`config.mk`:
```
export PLATFORM = sky130hd
export DESIGN_NAME = ifr_ram
export DESIGN_NICKNAME = d
export VERILOG_FILES = /design/src/sv/ifr_ram.sv
export SDC_FILE = /design/constraint.sdc
export NUM_CORES = 1
export LEC_CHECK = 0
export ABC_CLOCK_PERIOD_IN_PS = 2800
export BUFFER_PORTS_ARGS = -buffer_cell sky130_fd_sc_hd__buf_2
export CAP_MARGIN = 10
export CORE_MARGIN = 3
export CORE_UTILIZATION = 40
export CTS_CLUSTER_DIAMETER = 100
export DETAILED_ROUTE_END_ITERATION = 12
export SYNTH_ARGS = -nofsm -noshare
export SYNTH_HDL_FRONTEND = slang
export SYNTH_SLANG_ARGS = --single-unit
```
`constraint.sdc`:
```
create_clock -name clock -period 2.8 [get_ports clock]
set_input_delay 0.42 -clock clock [delete_from_list [all_inputs] [get_ports clock]]
set_output_delay 0.42 -clock clock [all_outputs]
set_load 0.05 [all_outputs]
```
`src/sv/ifr_ram.sv`:
```
`timescale 1ns / 1ps
`default_nettype none
module ifr_ram #(
   parameter int WIDTH = 8,
   parameter int DEPTH = 16
) (
   input  wire logic                       clock,
   input  wire logic                       we,
   input  wire logic [$clog2(DEPTH)-1:0]   waddr,
   input  wire logic [WIDTH-1:0]           wdata,
   input  wire logic [$clog2(DEPTH)-1:0]   raddr,
   output logic      [WIDTH-1:0]           rdata
);

   logic [WIDTH-1:0] mem [DEPTH];

   always_ff @(posedge clock) begin
      if (we) begin
         mem[waddr] <= wdata;
      end
      rdata <= mem[raddr];
   end

endmodule
`default_nettype wire

```
==> results of run 1 <==
-- synth_stat cells --
cell type	count	area [um^2]
nor3_1	4	20.0
and2b_1	1	7.51
dfxtp_1	8	160
nand2b_1	2	12.5
clkdlybuf4s25_2	3	30.0
and2_1	1	6.26
edfxtp_1	128	3840
nand2_1	9	33.8
nor2b_1	1	6.26
buf_6	3	33.8
buf_2	3	15.0
nor2_1	13	48.8
nand3_1	1	5.00
buf_4	1	7.51
nand3b_1	2	15.0
mux4_1	14	368
mux4_2	18	405
or3b_2	1	8.76
a22oi_1	16	120
-- power breakdown --
group          switching (mW)  internal, mW  total, mW  leakage, nW
logic                   0.166        0.0884      0.254        0.555
clock network           0.764          1.51       2.27        0.322
registers              0.0107          2.28       2.29         1.22
-- per-layer routing --
metal / up-vias / track usage (%) / part of all wire, %
met5: - / 0 / 0
met4: 0 / 5.80 / 1.2
met3: 11 / 4.46 / 8.1
met2: 93 / 22.2 / 50
met1: 1223 / 20.0 / 41
li1: 1077 / - / -
-- critical path, delay by kind of cell --
kind,cells,cell delay [ps]
buffers and inverters,1,110
and+or+nand+nor,2,1130
-- cells in the final DEF (no fill, tap or decap), drive strengths merged, types with 2 or more instances in the layout --
cell / count
edfxtp: 128
buf: 40
mux4: 32
clkbuf: 29
a22oi: 16
nor2: 13
nand2: 9
dfxtp: 8
nor3: 4
clkinv: 3
nand3b: 2
nand2b: 2
-- worst paths after layout --
check | start | end | slack [ps] | cells after the start
worst max-delay path | waddr[2] | mem[1][0] | 1170 | 3
worst min-delay path | wdata[1] | mem[14][1] | 400 | 1
worst max register to register | mem[1][6] | rdata[6] | 1400 | 3
worst min register to register | mem[12][0] | rdata[0] | 670 | 3
-- cell type report --
| class | instances | area, um^2 | share of cell area, % |
|---|---|---|---|
| clock inverters | 3 | 15.0 | 0.244 |
| well taps | 168 | 210 | 3.41 |
| flip-flops and latches | 136 | 4000 | 65.0 |
| clock buffers | 29 | 626 | 10.2 |
| repair buffers | 40 | 250 | 4.06 |
| multi-input cells | 83 | 1060 | 17.2 |
-- flip-flops by register name, indices dropped and copies added (netlist names) --
register and flops:
mem 128, rdata 8
-- metrics by stage --
step                hold slack, ps  std cells  total power [mW]
floorplan                      519        229              2.49
global placement               658        427              2.58
detailed placement             657        427              2.59
CTS                            385        459              4.86
global route                   401        459              4.98
finish                         404        459              4.82
-- cells by family (layout without fill, tap and decap cells) --
| family | after synthesis | in the layout | synth area share (%) |
|---|---|---|---|
| compound gates | 16 | 16 | 2.33 |
| buf+inv | 10 | 72 | 1.68 |
| flops | 136 | 136 | 77.8 |
| mux | 32 | 32 | 15.0 |
| simple gates | 35 | 35 | 3.18 |
==> summary.txt, run 1 <==
GRT
  • Remaining global-route overflow: 0
  • Largest net degree at the start of global routing: 33
  • Vias in the first global route: 2459
  • Total GRT Usage: 14.7%
  • Initial antenna violation count: 0
  • Wire length of the first global-routing pass: 14800 um

Flow run
  • Max-cap viol count: 0

CTS
  • Clock tree from TritonCTS: done
  • Maximum level of the CTS H-tree: 4
  • Number of clock sinks: 136
  • Number of CTS-inserted buffers: 17
  • Clock-pin slew reported for the worst setup and hold paths after clock tree synthesis: 60 ps
  • Cell chosen for the clock root: clkbuf_16
  • Clock insertion delay at the later pin of the skew report: 410 ps
  • Number of buffers added to fix hold violations after cts: 0
  • Buffer levels on the longest clock path: 2
  • Quantity of gates resized following cts: 0
  • # Post-CTS Setup Buffers: 0

Place
  • Routability Congestion: 0.741
  • Post-placement worst setup slack: 738 ps
  • Placed cell areas: 5520 um^2
  • Detailed-placement wirelength estimate: 6100 um
  • Number of I/O port buffers: 25

Synthesis
  • Mapped Nets: 247
  • Number of instances in the synthesized netlist: 229
  • Area of the mapped netlist: 5150 um^2
  • Sequential fraction of the synthesis area: 77.8%
  • Cell variety after synth: 19
  • Synthesized flop and latch total: 136
  • Yosys warns: 0
  • Average footprint of a synthesized cell: 22.5 um^2

Hold path
  • Path category of the worst min-delay check: in2reg

Die
  • Die Ht: 119 um
  • Die Width: 119 um
  • I/O pins: 26
  • Starting density of the core: 41.8%
  • Die Outline Area: 14300 um^2
  • Site row count: 40
  • Core Area: 12300 um^2

Route
  • Via total after detailed routing: 2404
  • Detailed-route vias per instance: 5.24
  • # DRC: 0
  • First DRT Iteration DRCs: 229
  • Number of iterations in the first detailed-routing pass: 4
  • DRT antenna net count: 0
  • Post-DR wirelength/cell: 21.1 um
  • Final Routed Wirelength: 9710 um

Cells and area
  • Final standard cell utilization of the core: 50.1%
  • Area of all placed cells without fillers: 6160 um^2
  • Fraction of layout instances using a drive strength above 1: 30.9%
  • Antenna diode count: 0
  • Net count reported at finish: 296
  • Layout Area Growth over Synthesis: 19.7%
  • Filler instances: 1010

Setup path
  • Arrival time reported for the critical path endpoint: 1660 ps
  • Maximum fanout encountered on the critical timing path: 8
  • Slowest CP cell: nor2_1
  • Worst Setup Start Kind: input pin
  • Peak per-stage delay on the critical path: 620 ps
  • Category of the worst setup path capture point: flop
  • Worst Path Required: 2830 ps
  • List of cells traversed by the critical path: buf_2, or3b_2, nor2_1
  • Start-to-end type of the worst setup path: in2reg

STA
  • Highest achievable clock rate: 0.613 GHz
  • RSZ-0062 raised after global routing: no
  • Final clock period utilization by the worst path: 58.2%
  • Slew margin rel.: 47.6%
  • Setup Viol. Count Final: 0
  • Post-route setup slack: 1170 ps
  • Final period demand of the worst path: 1630 ps
  • Final-report max-slew violation count: 0
  • Final hold vios: 0
  • Transition time at the pin with the least slew margin: 783 ps
  • Worst-case clock skew: 6.87 ps
  • Setup total negative slack: 0 ps

Power and ir drop
  • Pleak: 2.10 nW
  • Total power divided by cell area: 781 nW/um^2
  • Highest ir drop seen on vdd: 0.398 mV

Run status
  • Outcome: completed
(Power assumes the default switching activity.)
==> inputs of run 2 (changes only) <==
--- a/config.mk
+++ b/config.mk
@@ -5,7 +5,7 @@
 export SDC_FILE = /design/constraint.sdc
 export NUM_CORES = 1
 export LEC_CHECK = 0
-export ABC_CLOCK_PERIOD_IN_PS = 2800
+export ABC_CLOCK_PERIOD_IN_PS = 1600
 export BUFFER_PORTS_ARGS = -buffer_cell sky130_fd_sc_hd__buf_2
 export CAP_MARGIN = 10
 export CORE_MARGIN = 3
==> constraint.sdc (replaced) <==
create_clock -name clock -period 1.6 [get_ports clock]
set_input_delay 0.24 -clock clock [delete_from_list [all_inputs] [get_ports clock]]
set_output_delay 0.24 -clock clock [all_outputs]
set_load 0.05 [all_outputs]
==> summary.txt, run 2 (synthesis gave the netlist of run 1 again) <==
Run status
  • Outcome: completed

Setup path
  • Arrival time reported for the critical path endpoint: 1650 ps
  • Worst Path Required: 1890 ps
  • Worst Setup Start Kind: flop
  • Register-to-Register Setup Slack: 240 ps
  • Start-to-end type of the worst setup path: reg2reg
  • Reg-to-reg critical path startpoint: mem[7][4]
  • Maximum fanout encountered on the critical timing path: 1
  • List of cells traversed by the critical path: mux4_2, a22oi_1, nand2_1
  • Reg-to-reg critical path endpoint: rdata[4]
  • Termination of the worst setup path: rdata[4]
  • Slowest CP cell: mux4_2
  • Depth of the worst register-to-register path: 3
  • Launch point of the worst path: mem[7][4]
  • Peak per-stage delay on the critical path: 520 ps
  • Category of the worst setup path capture point: flop

CTS
  • Buffer levels on the longest clock path: 2
  • Number of CTS-inserted buffers: 17
  • Quantity of gates resized following cts: 0
  • Clock tree from TritonCTS: done
  • Maximum level of the CTS H-tree: 4
  • # Post-CTS Setup Buffers: 0
  • Cell chosen for the clock root: clkbuf_16
  • Clock-pin slew reported for the worst setup and hold paths after clock tree synthesis: 50 ps
  • Number of buffers added to fix hold violations after cts: 0
  • Clock insertion delay at the later pin of the skew report: 410 ps
  • Number of clock sinks: 136

Die
  • Die Ht: 119 um
  • Starting density of the core: 41.8%
  • Die Width: 119 um
  • I/O pins: 26
  • Core Area: 12300 um^2
  • Site row count: 40
  • Die Outline Area: 14300 um^2

STA
  • RSZ-0062 raised after global routing: no
  • Slew margin rel.: 43.6%
  • Final hold vios: 0
  • Setup Viol. Count Final: 0
  • Final clock period utilization by the worst path: 85.1%
  • Transition time at the pin with the least slew margin: 844 ps
  • Final period demand of the worst path: 1360 ps
  • Final-report max-slew violation count: 0
  • Worst-case clock skew: 5.93 ps
  • Highest achievable clock rate: 0.734 GHz

Cells and area
  • Layout Area Growth over Synthesis: 19.8%
  • Most common cell after layout, fill and taps aside: edfxtp_1
  • Area of all placed cells without fillers: 6160 um^2
  • Register containing the most flip-flops in the final layout: mem
  • Fraction of layout instances using a drive strength above 1: 31.2%
  • Antenna diode count: 0
  • Commonest cells after routing, fill and taps aside: 128 x edfxtp_1, 25 x buf_2, 23 x buf_4
  • Max reg flops: 128
  • Largest registers: mem x128, rdata x8
  • Net count reported at finish: 306

GRT
  • Remaining global-route overflow: 0
  • Wire length of the first global-routing pass: 15200 um
  • Vias in the first global route: 2517
  • Met1 usage: 20.7%
  • Peak-usage layer in the global routing report: met2
  • Global Route met3 Usage: 4.61%
  • Initial antenna violation count: 0
  • Largest net degree at the start of global routing: 26
  • Total GRT Usage: 15.1%
  • M2 GR Usage: 22.4%

Power and ir drop
  • Switching share of power: 19.9%
  • Sw power: 1.60 mW
  • Total power divided by cell area: 1310 nW/um^2
  • Logic pwr share: 5.7%
  • Highest ir drop seen on vdd: 0.702 mV
  • Sequential cell fraction of total power: 49.9%
  • Clock power frac: 44.4%
  • Internal power: 6.45 mW
  • Total design power: 8.05 mW
  • Pleak: 2.10 nW

Place
  • Number of I/O port buffers: 25
  • Placed cell areas: 5610 um^2
  • Routability Congestion: 0.719
  • Detailed-placement wirelength estimate: 6390 um

Route
  • Post-DR wirelength/cell: 21.2 um
  • Final Routed Wirelength: 9940 um
  • First DRT Iteration DRCs: 235
  • DRT antenna net count: 0
  • Via total after detailed routing: 2444
  • # DRC: 0
  • Number of iterations in the first detailed-routing pass: 4
  • Detailed-route vias per instance: 5.21

Flow run
  • Max-cap viol count: 0

Hold path
  • Hold Path Cell Cnt: 1
  • Path category of the worst min-delay check: in2reg
==> run 2: cell types whose count changed in the layout (fill, tap and decap cells not counted), sizes merged <==
cell,delta
buf,+10
bufinv,+1
clkbuf,-1
==> run 2: final cells by class <==
cell class,instances,area (um^2)
Timing Repair Buffer,50,338
Multi-Input combinational cell,83,1060
Tap cell,168,210
Clock buffer,28,507
Sequential cell,136,4000
Clock inverter,4,43.8
Fill cell,1029,6150
==> run 2: metrics by stage <==
stage	util, %	hold WS, ps	std cells	TNS (ps)	worst slack [ps]
6_report	50.1	219	469	0	238
5_1_grt	50.1	223	469	0	202
3_3_place_gp	45.6	631	437	-89.1	-52.8
3_5_place_dp	45.6	642	437	-156	-69.7
4_1_cts	50.1	200	469	0	228
2_1_floorplan	-	339	229	0	93.9
==> run 2: worst min-delay path by stage <==
stage / from / endpoint / slack (ps)
6_report: wdata[6] / mem[0][6] / 220
4_1_cts: wdata[1] / mem[14][1] / 200
3_5_place_dp: wdata[3] / mem[15][3] / 640
2_1_floorplan: wdata[0] / mem[0][0] / 340
5_1_grt: wdata[1] / mem[10][1] / 220
3_3_place_gp: wdata[1] / mem[14][1] / 630
==> run 2: power groups by stage <==
stage / Sequential [mW] / Combinational, mW / Clock [mW]
floorplan: 4.16 / 0.202 / 0
global placement: 4.08 / 0.460 / 0
detailed placement: 4.08 / 0.468 / 0
CTS: 4.01 / 0.469 / 3.64
global route: 4.02 / 0.495 / 3.79
finish: 4.01 / 0.460 / 3.58
==> run 2: critical path, delay by kind of cell (launching register included) <==
family             cells  cell delay, ps
AOI/OAI and AO/OA      1             260
DFF                    1             360
and+or+nand+nor        1              90
muxes                  1             520
==> run 2: layer usage <==
metal,vias up,wire (um)
li1,1091,-
met1,1288,4690
met2,51,4720
met3,14,345
met4,0,178
met5,-,0
