<file path="src/sv/ifr_pkg.sv">
`timescale 1ns / 1ps
`default_nettype none
package ifr_pkg;

   localparam int CONTEXTS    = 64;
   localparam int INTERVALS   = 64;
   localparam int PAYLOAD_MAX = 65535;

   localparam int SLOT_W = (CONTEXTS > 1) ? $clog2(CONTEXTS) : 1;
   localparam int IV_W   = (INTERVALS > 1) ? $clog2(INTERVALS) : 1;
   localparam int IVC_W  = $clog2(INTERVALS + 1);
   localparam int IVA_W  = SLOT_W + IV_W;
   localparam int POS_W  = 17;

   localparam int OFF_SHIFT = 3;
   localparam int HDR_MAX   = 60;

   localparam logic [39:0] TIMEOUT_RESET = 40'd30000000000;

   typedef enum logic [2:0] {
      ST_PENDING   = 3'd0,
      ST_COMPLETE  = 3'd1,
      ST_MALFORMED = 3'd2,
      ST_FULL      = 3'd3,
      ST_OVERSIZE  = 3'd4,
      ST_SWEEP     = 3'd5
   } status_type;

   typedef enum logic [1:0] {
      REQ_FRAG  = 2'd0,
      REQ_SWEEP = 2'd1,
      REQ_FLUSH = 2'd2,
      REQ_BAD   = 2'd3
   } req_kind_type;

   typedef struct packed {
      logic [31:0] src;
      logic [31:0] dst;
      logic [15:0] id;
      logic [7:0]  proto;
   } key_type;

   typedef struct packed {
      key_type           key;
      logic [63:0]       last;
      logic [5:0]        hdr;
      logic [1:0]        flags;
      logic [POS_W-1:0]  need;
      logic [IVC_W-1:0]  cnt;
   } ctx_type;

   typedef struct packed {
      logic [POS_W-1:0] lo;
      logic [POS_W-1:0] hi;
   } iv_type;

   typedef struct packed {
      logic [2:0]  status;
      logic [5:0]  slot;
      logic [16:0] dlen;
      logic [5:0]  hb;
      logic [6:0]  rel;
      logic [6:0]  inc;
   } rsp_type;

endpackage
`default_nettype wire

</file>
<file path="src/sv/ifr_ctrl.sv">
`timescale 1ns / 1ps
`default_nettype none
module ifr_ctrl import ifr_pkg::*; (
   input  wire logic              clock,
   input  wire logic              reset,
   input  wire logic              start,
   output logic                   busy,
   input  wire logic [1:0]        req_type,
   input  wire logic [31:0]       req_src_addr,
   input  wire logic [31:0]       req_dst_addr,
   input  wire logic [15:0]       req_packet_id,
   input  wire logic [7:0]        req_protocol,
   input  wire logic [12:0]       req_offset_units,
   input  wire logic              req_more_fragments,
   input  wire logic [3:0]        req_header_words,
   input  wire logic [15:0]       req_packet_len,
   input  wire logic [63:0]       req_now_time,
   input  wire logic [39:0]       timeout,
   output logic                   rsp_valid,
   output rsp_type                rsp,
   output logic                   ctx_we,
   output logic [SLOT_W-1:0]      ctx_waddr,
   output ctx_type                ctx_wdata,
   output logic [SLOT_W-1:0]      ctx_raddr,
   input  wire ctx_type           ctx_rdata,
   output logic                   iv_we,
   output logic [IVA_W-1:0]       iv_waddr,
   output iv_type                 iv_wdata,
   output logic [IVA_W-1:0]       iv_raddr,
   input  wire iv_type            iv_rdata
);

   typedef enum logic [3:0] {
      S_IDLE, S_SCAN, S_LOAD, S_LOADW, S_UPDATE,
      S_MERGE1, S_MERGE2, S_RD0, S_RD0W, S_FIN
   } state_type;

   state_type          state_ff;
   req_kind_type       kind_ff;
   key_type            key_ff;
   logic [15:0]        off_ff;
   logic [5:0]         ihl_ff;
   logic [15:0]        len_ff;
   logic               mf_ff;
   logic [63:0]        now_ff;
   logic [SLOT_W:0]    idx_ff;
   logic               cval_ff;
   logic [SLOT_W-1:0]  cidx_ff;
   logic [SLOT_W-1:0]  slot_ff;
   logic               found_ff;
   logic               free_found_ff;
   logic [SLOT_W-1:0]  free_ff;
   logic [CONTEXTS-1:0] stale_ff;
   logic [CONTEXTS-1:0] valid_ff;
   logic [6:0]         rel_ff;
   logic [IVC_W-1:0]   rd_ff;
   logic [IVC_W-1:0]   kept_ff;
   logic [IV_W-1:0]    qidx_ff;
   logic [POS_W-1:0]   a_ff;
   logic [POS_W-1:0]   b_ff;
   iv_type             ivz_ff;
   ctx_type            ctx_ff;
   logic               rsp_valid_ff;
   rsp_type            rsp_ff;

   logic               acc;
   logic               bad;
   logic [5:0]         in_ihl;
   logic [15:0]        plen;
   logic [POS_W-1:0]   end_pos;
   logic [63:0]        age;
   logic               stale;
   logic               key_hit;
   logic               cur_valid;
   logic               keep;
   logic               ge;
   logic               m2_done;
   ctx_type            upd;
   logic [5:0]         hb_upd;
   ctx_type            fin;
   logic               complete;
   logic [5:0]         hb_fin;
   logic [16:0]        dl;
   logic [IVC_W-1:0]   kk;
   logic [IV_W-1:0]    rd_lo;

   assign busy      = (state_ff != S_IDLE);
   assign acc       = start && !busy;
   assign in_ihl    = {req_header_words, 2'b00};
   assign bad       = (req_kind_type'(req_type) == REQ_BAD) ||
                      ((req_kind_type'(req_type) == REQ_FRAG) &&
                       (req_packet_len < {10'd0, in_ihl}));
   assign plen      = len_ff - {10'd0, ihl_ff};
   assign end_pos   = {1'b0, off_ff} + {1'b0, plen};
   assign age       = now_ff - ctx_rdata.last;
   assign stale     = age > {24'd0, timeout};
   assign key_hit   = (ctx_rdata.key == key_ff);
   assign cur_valid = valid_ff[cidx_ff];
   assign keep      = (b_ff < iv_rdata.lo) || (a_ff > iv_rdata.hi);
   assign ge        = (iv_rdata.lo >= a_ff);
   assign m2_done   = (cval_ff && !ge) || (!cval_ff && (rd_ff == '0));
   assign kk        = (kept_ff >= IVC_W'(INTERVALS)) ? IVC_W'(INTERVALS - 1) : kept_ff;
   assign rd_lo     = rd_ff[IV_W-1:0];

   always_comb begin
      upd      = ctx_ff;
      upd.last = now_ff;
      if ((off_ff == 16'd0) && !upd.flags[0]) begin
         upd.hdr      = (ihl_ff > 6'(HDR_MAX)) ? 6'(HDR_MAX) : ihl_ff;
         upd.flags[0] = 1'b1;
      end
      hb_upd = upd.flags[0] ? upd.hdr : 6'd0;
   end

   always_comb begin
      fin = ctx_ff;
      if (!mf_ff) begin
         fin.flags[1] = 1'b1;
         if (end_pos > fin.need) begin
            fin.need = end_pos;
         end
      end
      complete = (fin.flags == 2'b11) &&
                 ((fin.need == '0) ||
                  ((fin.cnt == IVC_W'(1)) && (ivz_ff.lo == '0) && (ivz_ff.hi >= fin.need)));
      hb_fin = fin.flags[0] ? fin.hdr : 6'd0;
      dl     = 17'({11'd0, hb_fin} + fin.need);
   end

   assign ctx_raddr = (state_ff == S_SCAN) ? idx_ff[SLOT_W-1:0] : slot_ff;
   assign ctx_we    = (state_ff == S_FIN) && !complete;
   assign ctx_waddr = slot_ff;
   assign ctx_wdata = fin;

   always_comb begin
      iv_raddr = {slot_ff, IV_W'(0)};
      iv_we    = 1'b0;
      iv_waddr = {slot_ff, kept_ff[IV_W-1:0]};
      iv_wdata = iv_rdata;
      case (state_ff)
         S_MERGE1: begin
            iv_raddr = {slot_ff, rd_lo};
            iv_we    = cval_ff && keep;
         end
         S_MERGE2: begin
            iv_raddr = {slot_ff, IV_W'(rd_ff - IVC_W'(1))};
            if (cval_ff) begin
               iv_we    = 1'b1;
               iv_waddr = {slot_ff, IV_W'(qidx_ff + IV_W'(1))};
               iv_wdata = ge ? iv_rdata : iv_type'{lo: a_ff, hi: b_ff};
            end else if (rd_ff == '0) begin
               iv_we    = 1'b1;
               iv_waddr = {slot_ff, IV_W'(0)};
               iv_wdata = '{lo: a_ff, hi: b_ff};
            end
         end
         default: begin
            iv_we = 1'b0;
         end
      endcase
   end

   always_ff @(posedge clock) begin
      if (reset) begin
         state_ff     <= S_IDLE;
         valid_ff     <= '0;
         rsp_valid_ff <= 1'b0;
         cval_ff      <= 1'b0;
      end else begin
         rsp_valid_ff <= 1'b0;
         case (state_ff)
            S_IDLE: begin
               if (acc) begin
                  kind_ff <= req_kind_type'(req_type);
                  key_ff  <= '{src: req_src_addr, dst: req_dst_addr,
                               id: req_packet_id, proto: req_protocol};
                  off_ff  <= {req_offset_units, 3'b000};
                  ihl_ff  <= in_ihl;
                  len_ff  <= req_packet_len;
                  mf_ff   <= req_more_fragments;
                  now_ff  <= req_now_time;
                  if (bad) begin
                     rsp_valid_ff <= 1'b1;
                     rsp_ff       <= '{ST_MALFORMED, 6'd0, 17'd0, 6'd0, 7'd0, 7'd0};
                  end else begin
                     state_ff      <= S_SCAN;
                     idx_ff        <= '0;
                     cval_ff       <= 1'b0;
                     rel_ff        <= '0;
                     found_ff      <= 1'b0;
                     free_found_ff <= 1'b0;
                     stale_ff      <= '0;
                  end
               end
            end
            S_SCAN: begin
               if (idx_ff != (SLOT_W+1)'(CONTEXTS)) begin
                  idx_ff  <= idx_ff + (SLOT_W+1)'(1);
                  cval_ff <= 1'b1;
                  cidx_ff <= idx_ff[SLOT_W-1:0];
               end else begin
                  cval_ff <= 1'b0;
               end
               if (cval_ff) begin
                  if (kind_ff != REQ_FRAG) begin
                     if (cur_valid && ((kind_ff == REQ_FLUSH) || stale)) begin
                        valid_ff[cidx_ff] <= 1'b0;
                        rel_ff            <= rel_ff + 7'd1;
                     end
                  end else begin
                     if (cur_valid && key_hit && !found_ff) begin
                        found_ff <= 1'b1;
                        slot_ff  <= cidx_ff;
                     end
                     if (cur_valid && stale) begin
                        stale_ff[cidx_ff] <= 1'b1;
                        rel_ff            <= rel_ff + 7'd1;
                     end
                     if ((!cur_valid || stale) && !free_found_ff) begin
                        free_found_ff <= 1'b1;
                        free_ff       <= cidx_ff;
                     end
                  end
               end else if (idx_ff == (SLOT_W+1)'(CONTEXTS)) begin
                  if (kind_ff != REQ_FRAG) begin
                     rsp_valid_ff <= 1'b1;
                     rsp_ff       <= '{ST_SWEEP, 6'd0, 17'd0, 6'd0, rel_ff, rel_ff};
                     state_ff     <= S_IDLE;
                  end else if (found_ff) begin
                     rel_ff   <= '0;
                     state_ff <= S_LOAD;
                  end else begin
                     if (free_found_ff) begin
                        valid_ff <= (valid_ff & ~stale_ff) | (CONTEXTS'(1) << free_ff);
                        slot_ff  <= free_ff;
                        ctx_ff   <= '{key: key_ff, default: '0};
                        state_ff <= S_UPDATE;
                     end else begin
                        valid_ff     <= valid_ff & ~stale_ff;
                        rsp_valid_ff <= 1'b1;
                        rsp_ff       <= '{ST_FULL, 6'd0, 17'd0, 6'd0, rel_ff, rel_ff};
                        state_ff     <= S_IDLE;
                     end
                  end
               end
            end
            S_LOAD: begin
               state_ff <= S_LOADW;
            end
            S_LOADW: begin
               ctx_ff   <= ctx_rdata;
               state_ff <= S_UPDATE;
            end
            S_UPDATE: begin
               ctx_ff <= upd;
               if (end_pos > POS_W'(PAYLOAD_MAX)) begin
                  valid_ff[slot_ff] <= 1'b0;
                  rsp_valid_ff      <= 1'b1;
                  rsp_ff            <= '{ST_OVERSIZE, 6'(slot_ff), 17'd0, hb_upd,
                                         rel_ff, rel_ff};
                  state_ff          <= S_IDLE;
               end else if (plen != 16'd0) begin
                  a_ff     <= {1'b0, off_ff};
                  b_ff     <= end_pos;
                  rd_ff    <= '0;
                  kept_ff  <= '0;
                  cval_ff  <= 1'b0;
                  state_ff <= S_MERGE1;
               end else begin
                  state_ff <= S_RD0;
               end
            end
            S_MERGE1: begin
               if (rd_ff != ctx_ff.cnt) begin
                  rd_ff   <= rd_ff + IVC_W'(1);
                  cval_ff <= 1'b1;
                  qidx_ff <= rd_lo;
               end else begin
                  cval_ff <= 1'b0;
               end
               if (cval_ff) begin
                  if (keep) begin
                     kept_ff <= kept_ff + IVC_W'(1);
                  end else begin
                     if (iv_rdata.lo < a_ff) begin
                        a_ff <= iv_rdata.lo;
                     end
                     if (iv_rdata.hi > b_ff) begin
                        b_ff <= iv_rdata.hi;
                     end
                  end
               end else if (rd_ff == ctx_ff.cnt) begin
                  rd_ff    <= kk;
                  kept_ff  <= kk;
                  state_ff <= S_MERGE2;
               end
            end
            S_MERGE2: begin
               if (m2_done) begin
                  ctx_ff.cnt <= kept_ff + IVC_W'(1);
                  ivz_ff     <= '{lo: a_ff, hi: b_ff};
                  cval_ff    <= 1'b0;
                  state_ff   <= S_FIN;
               end else if (rd_ff != '0) begin
                  rd_ff   <= rd_ff - IVC_W'(1);
                  cval_ff <= 1'b1;
                  qidx_ff <= IV_W'(rd_ff - IVC_W'(1));
               end else begin
                  cval_ff <= 1'b0;
               end
            end
            S_RD0: begin
               state_ff <= S_RD0W;
            end
            S_RD0W: begin
               ivz_ff   <= iv_rdata;
               state_ff <= S_FIN;
            end
            S_FIN: begin
               rsp_valid_ff <= 1'b1;
               state_ff     <= S_IDLE;
               if (complete) begin
                  valid_ff[slot_ff] <= 1'b0;
                  rsp_ff <= '{ST_COMPLETE, 6'(slot_ff), dl, hb_fin, rel_ff, rel_ff};
               end else begin
                  rsp_ff <= '{ST_PENDING, 6'(slot_ff), 17'd0, hb_fin, rel_ff, rel_ff};
               end
            end
            default: begin
               state_ff <= S_IDLE;
            end
         endcase
      end
   end

   assign rsp_valid = rsp_valid_ff;
   assign rsp       = rsp_ff;

`ifndef NO_ASSERTIONS
   a_rsp_cause: assert property (@(posedge clock) disable iff (reset)
      rsp_valid_ff |-> $past(busy || acc))
      else $error("result without a request");
   a_keep_behind: assert property (@(posedge clock) disable iff (reset)
      (state_ff == S_MERGE1) |-> (kept_ff <= rd_ff))
      else $error("compaction overtook read pointer");
   a_free_done: assert property (@(posedge clock) disable iff (reset)
      ((state_ff == S_FIN) && complete) |=> !valid_ff[$past(slot_ff)])
      else $error("completed slot still valid");
   a_dlen: assert property (@(posedge clock) disable iff (reset)
      (rsp_valid_ff && (rsp_ff.status == ST_COMPLETE)) |-> (rsp_ff.dlen >= 17'(rsp_ff.hb)))
      else $error("datagram shorter than header");
`endif

endmodule
`default_nettype wire

</file>
<file path="config.mk">
export PLATFORM = sky130hd
export DESIGN_NAME = ifr_ctrl
export DESIGN_NICKNAME = d
export VERILOG_FILES = /design/src/sv/ifr_pkg.sv /design/src/sv/ifr_ctrl.sv
export SDC_FILE = /design/constraint.sdc
export NUM_CORES = 2
export LEC_CHECK = 0
export BUFFER_PORTS_ARGS = -buffer_cell sky130_fd_sc_hd__buf_4
export CELL_PAD_IN_SITES_DETAIL_PLACEMENT = 1
export CELL_PAD_IN_SITES_GLOBAL_PLACEMENT = 2
export CORE_UTILIZATION = 35
export DETAILED_ROUTE_END_ITERATION = 16
export HOLD_SLACK_MARGIN = 0.15
export PLACE_DENSITY = 0.78
export SETUP_SLACK_MARGIN = 0.1
export SLEW_MARGIN = 20
export SYNTH_ARGS = -nofsm -noshare
export SYNTH_HDL_FRONTEND = slang
export SYNTH_SLANG_ARGS = --single-unit
</file>
<file path="constraint.sdc">
create_clock -name clock -period 10.24 [get_ports clock]
set_input_delay 0.512 -clock clock [delete_from_list [all_inputs] [get_ports clock]]
set_output_delay 0.512 -clock clock [all_outputs]
set_load 0.1 [all_outputs]
</file>
==> results.py <==
metrics = {
    "hold_path": {
        "min_path_cells": 2,
        "min_to": "ctx_wdata[59]",
        "hp-class": "in2reg",
        "min_from": "ctx_rdata[59]",
    },
    "global_route": {
        "grt_max_degree": 144,
        "grtUsageTotal_pct": 30.0,
        "antenna_found_initial": 21,
        "grt-ovfl-total": 0,
        "grt_pass1_vias": 40000,
        "grt_pass1_wl_microns": 271000,
    },
    "routing": {
        "wl_microns": 188000,
        "dr.pass1.iters": 5,
        "vias": 39100,
        "vias_per_cell": 5.63,
        "drt_iter0_drc": 3163,
        "ant_nets": 0,
        "post_drt_wl_per_cell_microns": 27.1,
        "drc": 0,
    },
    "outcome": {
        "outcome": "completed",
    },
    "layout": {
        "fill_cells": 13200,
        "drive_gt1_share_pct": 19.1,
        "layout.cells.non_filler": 6942,
        "syn_to_final_growth_pct": 29.7,
        "fin_nets": 5952,
    },
    "worst_setup_path": {
        "path_buf_inv": 4,
        "worst_path_dominant_cell_family": "compound AO/OA/AOI/OAI gates",
        "cp_common_cell": "ha_1",
        "r2r-end": "valid_ff[55]",
        "rrSetupSlack_ns": 1.36,
        "arrival_ns": 8.57,
        "slowest_stage": "o21ai_2",
        "cp_slowest_stage_delay_ns": 0.59,
        "crit_fanout": 15,
        "reg2reg_depth": 35,
        "end_kind": "output port",
        "critPathKind": "reg2out",
        "start_kind": "flip-flop",
        "worstPathRequired_ns": 9.73,
        "r2r-start": "ihl_ff[3]",
    },
    "timing": {
        "tightest_slew_ns": 1.17,
        "clock_skew_ns": 0.0375,
        "period_share_pct": 88.7,
        "fin_tns_setup_ns": 0,
        "fmax_mhz": 110,
        "slew_violations": 0,
        "setup_viol_count_final": 0,
        "finalHoldViolCount": 0,
        "slew_headroom_pct": 21.7,
        "fin_crit_ns": 9.08,
        "rsz0062_at_grt": "false",
    },
    "logic_synthesis": {
        "synth_area_sq_um": 41900,
        "yosysSeqAreaShare_pct": 46.1,
        "synth_flop_cell": "edfxtp_1",
        "ys_warn_count": 0,
        "synth_area_per_cell_sq_um": 9.51,
        "async_flop_share_pct": 0,
        "synth_seq_cells": 667,
        "yosysTopAreaCell": "edfxtp_1",
        "ys_types": 96,
        "synth-edff-count": 597,
        "syn_nets": 5103,
        "yosys-top-cells-area": "edfxtp_1, ha_1, nand2_1",
        "yosysTopAreaCellShare_pct": 42.8,
        "syn_inst": 4410,
    },
    "clocking": {
        "cts_buffers": 83,
        "cts.sinks": 667,
        "post_cts_buffers": 0,
        "path_clk_slew_ns": 0.06,
        "htree_levels": 3,
        "cts_tree": "yes",
        "insertion_delay_ns": 0.69,
        "cts_root_buf": "clkbuf_16",
        "cts.path.max_buffers": 3,
    },
    "power_and_ir_drop": {
        "switchingPower_w": 0.00510,
        "power_frac_seq_pct": 32.7,
        "p_clk_share_pct": 25.7,
        "p_int_w": 0.00644,
        "power.density_nw_per_um2": 212,
        "combPwrFrac_pct": 41.6,
        "switching_share_pct": 44.2,
        "p_leak_nw": 21.7,
        "ir_worst_vdd_v": 0.000171,
    },
    "floorplanning": {
        "initial_core_util_pct": 35.4,
        "die_w_microns": 348,
        "core_sq_um": 118000,
        "rows": 126,
        "die_area_sq_um": 121000,
        "io_pins": 753,
        "die_h_microns": 348,
    },
    "placement": {
        "gp_congestion": 0.939,
        "io_buffers": 752,
        "dp_cells": 6394,
        "dpl.hpwl_microns": 139000,
    },
    "run": {
        "cap_violations": 0,
    },
}
==> stage by stage <==
step / setup slack [ns] / power, W / util [%] / area [sq um] / hold slack, ns
after floorplan: 0.181 / 0.00706 / - / 41900 / 0.424
after global placement: 1.46 / 0.00836 / 40.4 / 47800 / 0.448
after detailed placement: 1.49 / 0.00842 / 40.4 / 47800 / 0.457
after CTS: 1.17 / 0.0115 / 45.9 / 54300 / 0.150
after global routing: 0.519 / 0.0120 / 45.9 / 54400 / 0.167
final: 1.16 / 0.0115 / 45.9 / 54400 / 0.188
==> cells in the mapped netlist, types with 44 or more instances <==
cell type / n
nor4_1: 45
nand3_1: 99
a21o_1: 49
nor2_1: 306
ha_1: 240
and2_1: 53
dfxtp_1: 70
a21oi_1: 270
xor2_1: 68
nand2_1: 523
o21ai_0: 327
nor3_1: 60
clkbuf_1: 177
buf_4: 187
a31oi_1: 57
a22o_1: 81
nand4_1: 92
inv_1: 322
mux2i_1: 44
xnor2_1: 89
edfxtp_1: 597
==> flip-flops by register name (all words and copies together) (netlist names), 2 cells and up <==
signal and flops:
len_ff 16, valid_ff 64, rel_ff 7, key_ff 88, cidx_ff 6, stale_ff 64, kept_ff 7, ctx_ff 18
a_ff 17, rd_ff 7, now_ff 64, qidx_ff 6, b_ff 17, free_ff 6, ihl_ff 4, kind_ff 2
idx_ff 7, ctx_waddr 6, ivz_ff 34, rsp 39, state_ff 4, off_ff 13, ctx_wdata 166
==> worst max path at each step <==
| stage | cells past startpoint | to | start | slack (ns) |
|---|---|---|---|---|
| after floorplan | 35 | ctx_we | ihl_ff[3] | 0.18 |
| after global placement | 34 | valid_ff[16] | ihl_ff[3] | 1.46 |
| after detailed placement | 35 | valid_ff[55] | ihl_ff[3] | 1.49 |
| after CTS | 32 | ctx_we | ihl_ff[3] | 1.17 |
| after global routing | 34 | ctx_we | ihl_ff[3] | 0.52 |
| final | 32 | ctx_we | ihl_ff[3] | 1.16 |
==> final cells by class <==
class	count	area (sq um)	area share (%)
multi-input cells	3005	19300	35.4
well taps	1600	2000	3.68
clock buffers	101	2240	4.11
clock inverters	51	437	0.803
flip-flops and latches	667	19300	35.5
repair buffers	1179	9850	18.1
inverters	323	1210	2.23
diodes	16	40.0	0.0736
==> what timing repair did <==
item                       in CTS  in global routing
setup endpoints to repair       0                  0
hold buffers                  378                  0
hold endpoints to repair      378                  0
gates resized for setup         0                  0
==> cell usage in the layout (no fill, tap or decap), types with 92 or more instances in the layout <==
| master | netlist | layout |
|---|---|---|
| ha_1 | 240 | 240 |
| dlygate4sd3_1 | 0 | 378 |
| edfxtp_1 | 597 | 597 |
| nand2_1 | 523 | 520 |
| nand3_1 | 99 | 99 |
| nor2_1 | 306 | 299 |
| buf_4 | 187 | 797 |
| o21ai_0 | 327 | 327 |
| inv_1 | 322 | 321 |
| nand4_1 | 92 | 92 |
| a21oi_1 | 270 | 268 |
==> layer usage <==
layer	up-vias	GRT usage [%]	share of wire [%]
met3	342	4.89	6.5
li1	17600	-	-
met1	19600	38.3	42
met2	1566	50.4	47
met4	8	11.7	4.0
met5	-	0	0.025
==> power by group through the flow <==
stage	combinational, W	clock (W)	sequential (W)
5_1_grt	0.00507	0.00310	0.00380
2_1_floorplan	0.00314	0	0.00392
6_report	0.00480	0.00297	0.00377
3_5_place_dp	0.00461	0	0.00381
3_3_place_gp	0.00455	0	0.00381
4_1_cts	0.00475	0.00301	0.00376
==> cells by family (layout without fill, tap and decap cells) <==
group                    after synthesis  after routing  synth area share [%]
AND/OR/NAND/NOR                     1349           1349                  15.1
AO/OA/AOI/OAI                       1195           1195                  18.3
buffers and inverters                738           1654                  8.40
flip-flops                           667            667                  46.1
adder cells (fa/ha/maj)              244            244                  7.35
XOR/XNOR                             157            157                  3.28
multiplexers                          60             60                  1.48
other                                  0             16                     0
No activity file was read; power rests on OpenSTA's default activity.
